File: src/sv/iwn_pkg.sv
package iwn_pkg;

   // width of a running day count from biased year 0
   localparam int CountWidth = 23;
   // biased year: input year plus 400, never below 400
   localparam int YearWidth  = 15;
   localparam int YearBias   = 400;

   typedef struct packed {
      logic [13:0] calendar_year;
      logic [3:0]  month_number;
      logic [4:0]  day_of_month;
   } req_type;

   typedef struct packed {
      logic [5:0]  week_number;
      logic [13:0] week_year;
      logic [2:0]  weekday_number;
   } rsp_type;

   // day count handed from the date counter to the week calculator
   typedef struct packed {
      logic [CountWidth-1:0] count;      // days from biased year 0, day 1 = 0
      logic [CountWidth-1:0] year_start; // day count of 1 January of the year
      logic [YearWidth-1:0]  year;       // biased year
      logic                  leap_year;  // year is a leap year
      logic                  leap_prev;  // year before is a leap year
   } day_count_type;

   // days before the first of each month in a common year, by month index 0..11
   function automatic logic [8:0] days_before_month(input logic [3:0] idx);
      logic [8:0] d;
      unique case (idx)
         4'd0:    d = 9'd0;
         4'd1:    d = 9'd31;
         4'd2:    d = 9'd59;
         4'd3:    d = 9'd90;
         4'd4:    d = 9'd120;
         4'd5:    d = 9'd151;
         4'd6:    d = 9'd181;
         4'd7:    d = 9'd212;
         4'd8:    d = 9'd243;
         4'd9:    d = 9'd273;
         4'd10:   d = 9'd304;
         4'd11:   d = 9'd334;
         default: d = 9'd0;
      endcase
      return d;
   endfunction

endpackage

File: src/sv/iwn_day_count.sv
module iwn_day_count (
   input  logic                   clock,
   input  logic                   reset,
   input  logic                   in_valid,
   output logic                   in_stall,
   input  iwn_pkg::req_type       in_word,
   output logic                   out_valid,
   input  logic                   out_stall,
   output iwn_pkg::day_count_type out_word
);
   import iwn_pkg::*;

   typedef struct packed {
      logic [YearWidth-1:0] year;
      logic [25:0]          prod_year; // (year/4) * 5243
      logic [25:0]          prod_prev; // ((year-1)/4) * 5243
      logic [8:0]           month_days;
      logic [4:0]           day;
      logic                 past_feb;
   } stage_a_type;

   typedef struct packed {
      logic [CountWidth-1:0] year_start;
      logic [YearWidth-1:0]  year;
      logic [8:0]            month_days;
      logic [4:0]            day;
      logic                  past_feb;
      logic                  leap_year;
      logic                  leap_prev;
   } stage_b_type;

   logic          a_valid_ff, b_valid_ff, c_valid_ff;
   stage_a_type   a_ff, a_in;
   stage_b_type   b_ff, b_in;
   day_count_type c_ff, c_in;
   logic          a_ready, b_ready, c_ready;

   // a stage takes a new word when it is empty or its word moves on
   assign c_ready  = !c_valid_ff || !out_stall;
   assign b_ready  = !b_valid_ff || c_ready;
   assign a_ready  = !a_valid_ff || b_ready;
   assign in_stall = !a_ready;

   // stage A: clamp month, bias year, start the divide-by-100 multiplies
   always_comb begin
      logic [YearWidth-1:0] y;
      logic [YearWidth-1:0] p;
      logic [3:0]           m;
      y = YearWidth'(in_word.calendar_year) + YearWidth'(YearBias);
      p = y - YearWidth'(1);
      priority if (in_word.month_number == 4'd0) begin
         m = 4'd0;
      end else if (in_word.month_number > 4'd12) begin
         m = 4'd11;
      end else begin
         m = in_word.month_number - 4'd1;
      end
      a_in.year       = y;
      a_in.prod_year  = 26'(y[YearWidth-1:2]) * 26'd5243;
      a_in.prod_prev  = 26'(p[YearWidth-1:2]) * 26'd5243;
      a_in.month_days = days_before_month(m);
      a_in.day        = in_word.day_of_month;
      a_in.past_feb   = (m > 4'd1);
   end

   // stage B: quotients by 100 and 400, leap flags, start of year
   always_comb begin
      logic [YearWidth-1:0] p;
      logic [7:0]           q_year, q_prev;
      logic [4:0]           r_year, r_prev;
      p      = a_ff.year - YearWidth'(1);
      q_year = a_ff.prod_year[24:17];
      q_prev = a_ff.prod_prev[24:17];
      r_year = 5'(a_ff.year[YearWidth-1:2] - 13'(q_year) * 13'd25);
      r_prev = 5'(p[YearWidth-1:2] - 13'(q_prev) * 13'd25);
      b_in.leap_year  = (a_ff.year[1:0] == 2'd0) &&
                        ((r_year != 5'd0) || (q_year[1:0] == 2'd0));
      b_in.leap_prev  = (p[1:0] == 2'd0) &&
                        ((r_prev != 5'd0) || (q_prev[1:0] == 2'd0));
      b_in.year_start = CountWidth'(a_ff.year) * CountWidth'(365)
                      + CountWidth'(p[YearWidth-1:2]) - CountWidth'(q_prev)
                      + CountWidth'(q_prev[7:2]) + CountWidth'(1);
      b_in.year       = a_ff.year;
      b_in.month_days = a_ff.month_days;
      b_in.day        = a_ff.day;
      b_in.past_feb   = a_ff.past_feb;
   end

   // stage C: day count, day 1 is offset zero
   always_comb begin
      c_in.count      = b_ff.year_start + CountWidth'(b_ff.month_days)
                      + CountWidth'(b_ff.day)
                      + CountWidth'(b_ff.past_feb && b_ff.leap_year)
                      - CountWidth'(1);
      c_in.year_start = b_ff.year_start;
      c_in.year       = b_ff.year;
      c_in.leap_year  = b_ff.leap_year;
      c_in.leap_prev  = b_ff.leap_prev;
   end

   always_ff @(posedge clock) begin
      if (reset) begin
         a_valid_ff <= 1'b0;
         b_valid_ff <= 1'b0;
         c_valid_ff <= 1'b0;
      end else begin
         if (a_ready) a_valid_ff <= in_valid;
         if (b_ready) b_valid_ff <= a_valid_ff;
         if (c_ready) c_valid_ff <= b_valid_ff;
      end
   end

   always_ff @(posedge clock) begin
      if (a_ready) a_ff <= a_in;
      if (b_ready) b_ff <= b_in;
      if (c_ready) c_ff <= c_in;
   end

   assign out_valid = c_valid_ff;
   assign out_word  = c_ff;

endmodule

File: src/sv/iwn_week_calc.sv
module iwn_week_calc (
   input  logic                   clock,
   input  logic                   reset,
   input  logic                   in_valid,
   output logic                   in_stall,
   input  iwn_pkg::day_count_type in_word,
   output logic                   out_valid,
   input  logic                   out_stall,
   output iwn_pkg::rsp_type       out_word
);
   import iwn_pkg::*;

   typedef struct packed {
      day_count_type dc;
      logic [2:0]    wd; // weekday, Monday = 0
   } stage_d_type;

   typedef struct packed {
      logic [8:0]           diff; // days from 1 January of week year to Thursday
      logic [YearWidth-1:0] week_year;
      logic [2:0]           wd;
   } stage_e_type;

   // residue mod 7 by folding 3-bit digits (8 = 1 mod 7)
   function automatic logic [2:0] mod7(input logic [23:0] x);
      logic [5:0] s1;
      logic [3:0] s2;
      logic [2:0] s3;
      s1 = 6'd0;
      for (int i = 0; i < 8; i++) begin
         s1 = s1 + 6'(x[3*i +: 3]);
      end
      s2 = 4'(s1[5:3]) + 4'(s1[2:0]);
      s3 = 3'(s2[3]) + s2[2:0];
      return (s3 == 3'd7) ? 3'd0 : s3;
   endfunction

   logic        d_valid_ff, e_valid_ff, f_valid_ff;
   stage_d_type d_ff, d_in;
   stage_e_type e_ff, e_in;
   rsp_type     f_ff, f_in;
   logic        d_ready, e_ready, f_ready;
   logic [23:0] sel_diff;

   assign f_ready  = !f_valid_ff || !out_stall;
   assign e_ready  = !e_valid_ff || f_ready;
   assign d_ready  = !d_valid_ff || e_ready;
   assign in_stall = !d_ready;

   // stage D: weekday; biased year 0 opens on a Saturday
   always_comb begin
      d_in.dc = in_word;
      d_in.wd = mod7(24'(in_word.count) + 24'd5);
   end

   // stage E: Thursday of the week picks the week year
   always_comb begin
      logic [23:0] thursday, d_same, d_next, d_prev;
      thursday = 24'(d_ff.dc.count) - 24'(d_ff.wd) + 24'd3;
      d_same   = thursday - 24'(d_ff.dc.year_start);
      d_next   = d_same - 24'd365 - 24'(d_ff.dc.leap_year);
      d_prev   = d_same + 24'd365 + 24'(d_ff.dc.leap_prev);
      priority if (d_same[23]) begin
         sel_diff     = d_prev;
         e_in.week_year = d_ff.dc.year - YearWidth'(1);
      end else if (!d_next[23]) begin
         sel_diff     = d_next;
         e_in.week_year = d_ff.dc.year + YearWidth'(1);
      end else begin
         sel_diff     = d_same;
         e_in.week_year = d_ff.dc.year;
      end
      e_in.diff = sel_diff[8:0];
      e_in.wd   = d_ff.wd;
   end

   // stage F: week = diff / 7 + 1 by reciprocal, exact below 682
   always_comb begin
      logic [17:0]          prod;
      logic [YearWidth-1:0] wy;
      prod  = 18'(e_ff.diff) * 18'd293;
      wy    = e_ff.week_year - YearWidth'(YearBias);
      f_in.week_number    = 6'(prod[16:11]) + 6'd1;
      f_in.week_year      = wy[13:0];
      f_in.weekday_number = e_ff.wd + 3'd1;
   end

   always_ff @(posedge clock) begin
      if (reset) begin
         d_valid_ff <= 1'b0;
         e_valid_ff <= 1'b0;
         f_valid_ff <= 1'b0;
      end else begin
         if (d_ready) d_valid_ff <= in_valid;
         if (e_ready) e_valid_ff <= d_valid_ff;
         if (f_ready) f_valid_ff <= e_valid_ff;
      end
   end

   always_ff @(posedge clock) begin
      if (d_ready) d_ff <= d_in;
      if (e_ready) e_ff <= e_in;
      if (f_ready) f_ff <= f_in;
   end

   assign out_valid = f_valid_ff;
   assign out_word  = f_ff;

   // Thursday lands inside the chosen week year
   a_diff_in_year: assert property (@(posedge clock) disable iff (reset)
      d_valid_ff |-> (sel_diff < 24'd366))
      else $error("Thursday offset outside week year");

   a_week_range: assert property (@(posedge clock) disable iff (reset)
      f_valid_ff |-> (f_ff.week_number >= 6'd1 && f_ff.week_number <= 6'd53))
      else $error("week number out of range");

   a_weekday_range: assert property (@(posedge clock) disable iff (reset)
      f_valid_ff |-> (f_ff.weekday_number != 3'd0))
      else $error("weekday out of range");

   a_reset_empty: assert property (@(posedge clock)
      reset |=> !f_valid_ff && !e_valid_ff && !d_valid_ff)
      else $error("pipeline not empty after reset");

endmodule

File: src/sv/iso_week_number.sv
// ISO 8601 week date of a Gregorian date.
// Request channel (req_valid / req_stall / req_word): one date per word,
// year, month and day. A word is taken at a clock edge with req_valid high
// and req_stall low. Month zero reads as January, months above twelve as
// December, and days past the month's end roll into the next month.
// Response channel (rsp_valid / rsp_stall / rsp_word): week number, week
// year and weekday (Monday = 1) for each date, in request order.
// A request passes through the registers of stages A to F, in that order,
// before its result shows on rsp_valid and rsp_word.
// Throughput: one date per cycle while rsp_stall stays low, set by a
// six-stage pipeline (stages A to F).
// Stalls: a stage that holds a word keeps it while the stage after is full
// and stalled; empty stages still fill, so with rsp_stall held the block
// takes up to six more words before req_stall rises.
// Reset (synchronous, active high) empties the pipeline, so req_stall is
// low and the block can take a request once reset falls.
module iso_week_number (
   input  logic             clock,
   input  logic             reset,
   input  logic             req_valid,
   output logic             req_stall,
   input  iwn_pkg::req_type req_word,
   output logic             rsp_valid,
   input  logic             rsp_stall,
   output iwn_pkg::rsp_type rsp_word
);
   import iwn_pkg::*;

   logic          mid_valid;
   logic          mid_stall;
   day_count_type mid_word;

   // date to running day count
   iwn_day_count u_day_count (
      .clock     (clock),
      .reset     (reset),
      .in_valid  (req_valid),
      .in_stall  (req_stall),
      .in_word   (req_word),
      .out_valid (mid_valid),
      .out_stall (mid_stall),
      .out_word  (mid_word)
   );

   // day count to weekday, week year and week
   iwn_week_calc u_week_calc (
      .clock     (clock),
      .reset     (reset),
      .in_valid  (mid_valid),
      .in_stall  (mid_stall),
      .in_word   (mid_word),
      .out_valid (rsp_valid),
      .out_stall (rsp_stall),
      .out_word  (rsp_word)
   );

endmodule

File: config.mk
export PLATFORM = sky130hd
export DESIGN_NAME = iso_week_number
export DESIGN_NICKNAME = d
export VERILOG_FILES = /design/src/sv/iwn_pkg.sv /design/src/sv/iwn_day_count.sv /design/src/sv/iwn_week_calc.sv /design/src/sv/iso_week_number.sv
export SDC_FILE = /design/constraint.sdc
export NUM_CORES = 1
export LEC_CHECK = 0
export ABC_AREA = 0
export BUFFER_PORTS_ARGS = -buffer_cell sky130_fd_sc_hd__buf_2
export CORE_ASPECT_RATIO = 1.4
export CORE_MARGIN = 1
export CORE_UTILIZATION = 35
export CTS_BUF_LIST = sky130_fd_sc_hd__clkbuf_4 sky130_fd_sc_hd__clkbuf_8
export DETAILED_ROUTE_END_ITERATION = 8
export GPL_TIMING_DRIVEN = 0
export MAX_ROUTING_LAYER = met4
export PLACE_DENSITY = 0.51
export SLEW_MARGIN = 5
export SYNTH_ARGS = -nofsm -noshare
export SYNTH_HDL_FRONTEND = slang
export SYNTH_HIERARCHICAL = 1
export SYNTH_SLANG_ARGS = --single-unit
File: constraint.sdc
create_clock -name clock -period 8.3 [get_ports clock]
set_input_delay 0.415 -clock clock [delete_from_list [all_inputs] [get_ports clock]]
set_output_delay 0.415 -clock clock [all_outputs]
set_load 0.01 [all_outputs]
# Word-level counts from Yosys, hierarchy flattened
# Memory sizes are Yosys's and may differ from the RTL's. A register that Yosys moved wholly into a read port is not among the register bits.
# Cells that the tools add are included.
[totals]
register_bits = 307
romBits = 144
output_inout_bits = 25
wordCells = 113
memories = 1
[op_classes]
add_sub_neg = 36
n_mul = 6
magnitude_cmp = 2
n_eq_ne = 1
muxes = 6
n_reduce_logical = 26
[memory_table]
columns = ["name", "depth", "word_bits", "read_ports", "rd_clocked_by_memory_dff", "wr", "line_no", "source"]
rows = [
  ["(no name shown)", 16, 9, 1, 1, 0, "iwn_pkg.sv:33", "unique case (idx)"],
]
[ops]
columns = ["operator", "n"]
rows = [
  ["$mul A13 B13 Y25 const B", 2],
  ["$add A6 B3 Y6", 6],
  ["$sub A15 B1 Y15 const B", 2],
  ["$mux W14", 2],
  ["$add A23 B3 Y24 const B", 1],
  ["$add A24 B2 Y24 const B", 1],
  ["$sub A23 B3 Y24", 1],
  ["$sub A24 B1 Y24", 1],
  ["$sub A24 B23 Y24", 1],
  ["$sub A24 B9 Y24 const B", 1],
  ["$add A23 B1 Y23", 1],
  ["$add A23 B1 Y23 const B", 1],
  ["$add A23 B13 Y23", 1],
  ["$add A23 B5 Y23", 1],
  ["$add A23 B6 Y23", 1],
  ["$add A23 B9 Y23", 1],
  ["$mul A15 B9 Y23 const B", 1],
  ["$sub A23 B1 Y23 const B", 1],
  ["$sub A23 B8 Y23", 1],
  ["$mux W9", 2],
  ["$mul A9 B9 Y17 const B", 1],
  ["$mul A8 B5 Y5 const B", 2],
  ["$add A14 B9 Y15 const B", 1],
  ["$add A14 B1 Y14 const B", 1],
  ["other kinds (20)", 43],
]

# Depth between registers and ports, before layout
# Gate-level depths: netlist (run 1).
[logic_depth]
depth_word = 11
mapped_depth = 28
depth_no_buf = 28

# Cells and area by module
# The synthesis (run 1) kept the hierarchy.
[by_module_without_submodules]
columns = ["module", "n_inst", "cells_per_inst", "area_each_um2"]
rows = [
  ["iwn_day_count", 1, 1661, 18164.9],
  ["iwn_week_calc", 1, 836, 9091.2],
]

# Least setup slack after synthesis (run 1)
# No wires, ideal clock.
[synth_timing]
path_type = "input port to flip-flop"
from = "input req_word[13] (netlist bit)"
to = "register u_day_count/a_ff[39] (netlist bit) (data pin)"
arrival_ns = 6.912
required_time_ns = 8.030
path_slack_ns = 1.118
path_stages = 26
cell_sequence = "ha_1 > a21oi_2 > xnor2_2 > inv_1 > ha_1 > a211oi_1 > o211ai_1 > nand2_1 > nand2_1 > xnor2_1 > fa_1 > ha_1 > fa_1 > fa_1 > inv_1 > fa_1 > inv_1 > ha_1 > nand3_1 > o221ai_1 > a211oi_1 > o31a_1 > or3_2 > a31oi_1 > and4_1 > a2111oi_1"
[synth_rtl]
columns = ["element", "line_no", "source"]
rows = [
  ["start: declaration", "iso_week_number.sv:22", "input iwn_pkg::req_type req_word,"],
  ["end signal: assignment", "iwn_day_count.sv:114", "if (a_ready) a_ff <= a_in;"],
  ["end: declaration", "iwn_day_count.sv:33", "stage_a_type a_ff, a_in;"],
]

==> results of run 1 <==
==> stage by stage <==
stage	utilization	area, sq um	std cells
finish	0.389	29900	3670
global route	0.389	29900	3670
CTS	0.389	29800	3669
detailed placement	0.375	28800	3585
global placement	0.375	28700	3583
floorplan	-	27200	2495
==> how the worst max path moves through the flow <==
stage                           endpoint  depth (start not counted)          from
floorplan           u_day_count/a_ff[39]                         26  req_word[13]
global placement    u_day_count/a_ff[39]                         27  req_word[13]
detailed placement  u_day_count/a_ff[39]                         27  req_word[13]
CTS                 u_day_count/a_ff[39]                         28  req_word[13]
global route        u_day_count/a_ff[39]                         27  req_word[13]
finish              u_day_count/a_ff[39]                         27  req_word[13]
==> registers in the layout (all words and copies together), names as in the netlist <==
name / count
u_day_count/b_valid_ff: 1
u_day_count/a_ff: 43
u_week_calc/out_valid: 1
u_week_calc/e_valid_ff: 1
u_day_count/a_valid_ff: 1
u_week_calc/d_valid_ff: 1
u_week_calc/e_ff: 26
u_week_calc/out_word: 23
u_week_calc/d_ff: 65
u_day_count/b_ff: 54
u_day_count/out_valid: 1
u_day_count/out_word: 62
==> per-layer routing <==
layer / vias to the layer above / track usage / share of wire
met5: - / - / 0
met4: 0 / 0.0567 / 0.032
met3: 102 / 0.0140 / 0.019
met2: 186 / 0.302 / 0.59
met1: 8247 / 0.137 / 0.36
li1: 8476 / - / -
==> cell type report <==
| cell class | count | area [sq um] |
|---|---|---|
| fill | 7512 | 46900 |
| multi-input combinational | 1567 | 16500 |
| sequential | 279 | 8320 |
| inverter | 638 | 2390 |
| tap | 1037 | 1300 |
| clock buffer | 51 | 664 |
| timing repair buffer | 62 | 385 |
| clock inverter | 24 | 265 |
| buffer | 11 | 77.6 |
| antenna | 1 | 2.50 |
==> what timing repair did <==
item                       in CTS  in global routing
gates resized for setup         1                  4
hold buffers                    9                  0
setup endpoints to repair       1                  2
hold endpoints to repair        9                  0
==> worst max-delay path, cell delays in order <==
cell and delay [ns]:
buf_2 0.24, ha_1 0.28, a21oi_2 0.13, xnor2_4 0.49, inv_1 0.19, ha_1 0.25
a211oi_1 0.34, o211ai_1 0.22, nand2_1 0.14, nand2_1 0.12, xnor2_2 0.46, fa_1 0.52
ha_1 0.31, fa_1 0.53, fa_1 0.57, inv_1 0.06, fa_1 0.54, inv_1 0.05
ha_1 0.28, nand3_1 0.08, o221ai_1 0.33, a211oi_1 0.09, o31a_1 0.18, or3_2 0.53
a31oi_1 0.35, o41ai_1 0.13, a2111oi_1 0.33
==> metrics.md, run 1 <==
| Metric | Value |
|---|---|
| Fmax | 0.128 GHz |
| Clock Tree Root | clkbuf_8 |
| Initial antenna violation count | 1 |
| Worst Tran Pin Value | 1.09 ns |
| Nets | 3345 |
| Antenna-violating nets left | 0 |
| Layout cells sized above 1 | 0.0699 |
| Pre-CTS WS | -0.677 ns |
| Routed len/inst | 14.8 microns |
| Maxcap violations | 0 |
| DRC Markers | 0 |
| Final Hold Viols | 0 |
| Post-layout min period | 7.79 ns |
| Vias | 17000 |
| Setup_tns | 0 ns |
| Status | finished clean |
| Die area | 78800 sq um |
| Clock transition at path regs | 0.06 ns |
| Clock skew | 0.0283 ns |
| Syn avg cell area | 10.9 sq um |
| CP max FO | 12 |
| R2R setup slack | 1.54 ns |
| Core box area | 76700 sq um |
| Worst Hold Endpoint | u_day_count/out_valid |
| Critical Path AT | 8.15 ns |
| Tcrit/Tclk final | 0.939 |
| Vias in the first global route | 18800 |
| Die width | 238 microns |
| DP HPWL | 47100 microns |
| Clock sinks | 279 |
| Yosys warns | 6 |
| Total GRT Usage | 0.148 |
| Max-slew violations | 0 |
| R2R cell count | 24 |
| RePlAce Congestion | 0.881 |
| Startpoint types | input pin |
| H-tree levels | 2 |
| First DRT Iteration DRCs | 538 |
| Post-Syn Nets | 3236 |
| Die Ht | 332 microns |
| Worst Setup Path Type | in -> reg |
| Worst Setup Slack, final | 0.506 ns |
| DR vias/cell | 4.64 |
| Required arrival time at the worst endpoint | 8.66 ns |
| Largest net degree at the start of global routing | 67 |
| Gr ovfl total | 0 |
| Final setup fails | 0 |
| CTS Buf Count | 45 |
| Clock Tree Buf Depth | 3 |
| Row count | 120 |
| Worst-Skew Late Latency | 0.61 ns |
| Crit path capture type | flip-flop |
| I/O Buffers | 51 |
| Mapped Area | 27200 sq um |
| Slew HR | 0.271 |
| FF-to-FF End | u_week_calc/d_ff[2] |
| Drt total wl | 54300 microns |
| Most frequent cells in the layout | inv_1 (636), ha_1 (487), edfxtp_1 (273) |
| First-pass GRT wire length | 90900 microns |
| Hold_sp | reset |
| Effective utilization at floorplan | 0.354 |
| P&R area growth vs syn | 9.83% |
| WHS | 0.105 ns |
| Hold crit path type | in -> reg |
| Drt pass-1 iters | 5 |
| Worst r2r src | u_day_count/out_word[43] |
| # Post-CTS Setup Buffers | 0 |
| Hold path depth | 2 |
| I/O Pins | 52 |
| CTS tree | built |
| RSZ-0062 raised after global routing | no |
| Commonest non-fill, non-tap cell in the layout | inv_1 |
| Synth Instances | 2495 |
Power of run 1 is left out: the tool's default activity adds up to more than one toggle a clock period on the data nets, which glitch-free logic cannot reach.
==> run 2: changes to the inputs <==
- clock period: 8.3 -> 7.4 ns (I/O delays scaled with it)
==> metrics.md, run 2 (synthesis results as in run 1) <==
| Metric | Value |
|---|---|
| Clock sinks | 279 |
| Hold crit path type | in -> reg |
| Post-layout min period | 7.09 ns |
| Met3 Use GR | 0.0140 |
| DRC Markers | 0 |
| Top reg by flops | u_week_calc/d_ff |
| Critical Path AT | 7.45 ns |
| Clock skew | 0.0245 ns |
| Worst-Skew Late Latency | 0.61 ns |
| Die area | 78800 sq um |
| Busiest grt layer | met2 |
| Worst Setup Path Type | in -> reg |
| Vias | 17100 |
| Maxcap violations | 0 |
| First-pass GRT wire length | 91100 microns |
| Commonest non-fill, non-tap cell in the layout | inv_1 |
| Crit path capture type | flip-flop |
| FILL cells | 7505 |
| Clock transition at path regs | 0.06 ns |
| Core box area | 76700 sq um |
| Die width | 238 microns |
| P&R area growth vs syn | 10.6% |
| RePlAce Congestion | 0.881 |
| Clock Tree Root | clkbuf_8 |
| DP HPWL | 47100 microns |
| Startpoint types | input pin |
| Routed len/inst | 14.8 microns |
| Slew HR | 0.256 |
| Global-route track usage on met1 | 0.137 |
| CP max FO | 10 |
| Total GRT Usage | 0.148 |
| Setup_tns | 0 ns |
| Layout cells sized above 1 | 0.0776 |
| Initial antenna violation count | 1 |
| Vias in the first global route | 18800 |
| Nets | 3356 |
| Met2 Use GR | 0.304 |
| Antenna-violating nets left | 0 |
| Most frequent cells in the layout | inv_1 (635), ha_1 (487), edfxtp_1 (273) |
| Max-slew violations | 0 |
| Required arrival time at the worst endpoint | 7.76 ns |
| Row count | 120 |
| CTS Buf Count | 45 |
| First DRT Iteration DRCs | 586 |
| Worst Tran Pin Value | 1.11 ns |
| CTS tree | built |
| Drt pass-1 iters | 5 |
| I/O Buffers | 51 |
| Largest net degree at the start of global routing | 67 |
| Fmax | 0.141 GHz |
| DR vias/cell | 4.64 |
| Gr ovfl total | 0 |
| Clock Tree Buf Depth | 3 |
| Max FFs per register | 65 |
| I/O Pins | 52 |
| Final setup fails | 0 |
| Final Hold Viols | 0 |
| H-tree levels | 2 |
| Tcrit/Tclk final | 0.958 |
| Status | finished clean |
| Effective utilization at floorplan | 0.354 |
| Die Ht | 332 microns |
| Drt total wl | 54600 microns |
-- run 2: cell count changes in the layout (fill, tap and decap cells not counted), sizes merged --
cell | previous run | this run
buf | 58 | 69
-- run 2: critical path: stages --
cell and delay, ns:
buf_2 0.19, ha_1 0.33, a21oi_4 0.29, xnor2_4 0.16, inv_1 0.11, ha_1 0.24
a211oi_2 0.25, o211ai_1 0.19, nand2_1 0.12, nand2_1 0.15, xnor2_4 0.34, fa_1 0.48
ha_1 0.31, fa_1 0.53, fa_1 0.57, inv_1 0.06, fa_1 0.54, inv_1 0.05
ha_1 0.28, nand3_1 0.11, o221ai_2 0.27, a211oi_1 0.08, o31a_1 0.17, or3_2 0.54
a31oi_2 0.26, o41ai_1 0.12, a2111oi_1 0.32
-- run 2: through the flow --
stage	instance area [sq um]	hold slack [ns]	setup WS, ns	std cells	utilization
CTS	29900	0.00941	0.00128	3670	0.390
detailed placement	28800	0.405	-1.53	3585	0.375
global route	30100	0.0187	-0.0516	3681	0.392
global placement	28700	0.404	-1.50	3583	0.375
finish	30100	0.0605	0.312	3681	0.392
floorplan	27200	0.400	0.263	2495	-
-- run 2: path summary, 6_finish.rpt --
path                       startpoint                     to  slack, ns  cells past startpoint
max                      req_word[13]   u_day_count/a_ff[39]       0.31                     27
min reg2reg  u_day_count/out_word[27]   u_week_calc/d_ff[30]       0.41                      0
min                             reset  u_day_count/out_valid       0.06                      2
max reg2reg  u_day_count/out_word[43]    u_week_calc/d_ff[2]       0.64                     24
-- run 2: final cells by class --
cell class / count / area [sq um] / share of cell area
Inverter: 638 / 2390 / 0.0796
Timing Repair Buffer: 73 / 468 / 0.0156
Clock inverter: 24 / 265 / 0.00882
Multi-Input combinational cell: 1567 / 16600 / 0.552
Clock buffer: 51 / 664 / 0.0221
Buffer: 11 / 77.6 / 0.00258
Antenna cell: 1 / 2.50 / 0.0000832
Tap cell: 1037 / 1300 / 0.0431
Sequential cell: 279 / 8320 / 0.276
-- run 2: what timing repair did --
item,CTS,global route
hold endpoints to repair,9,0
hold buffers,9,0
pin swaps,1,5
endpoints found under the setup margin,7,3
setup buffers,1,10
cloned,0,0
gates resized for setup,10,12
-- run 2: routing by layer --
| layer | share of wire | vias up | wire [microns] |
|---|---|---|---|
| li1 | - | 8495 | - |
| met1 | 0.36 | 8296 | 19400 |
| met2 | 0.59 | 188 | 32400 |
| met3 | 0.018 | 93 | 1010 |
| met4 | 0.031 | 0 | 1710 |
| met5 | 0 | - | 0 |
Power of run 2 is left out for the same reason.
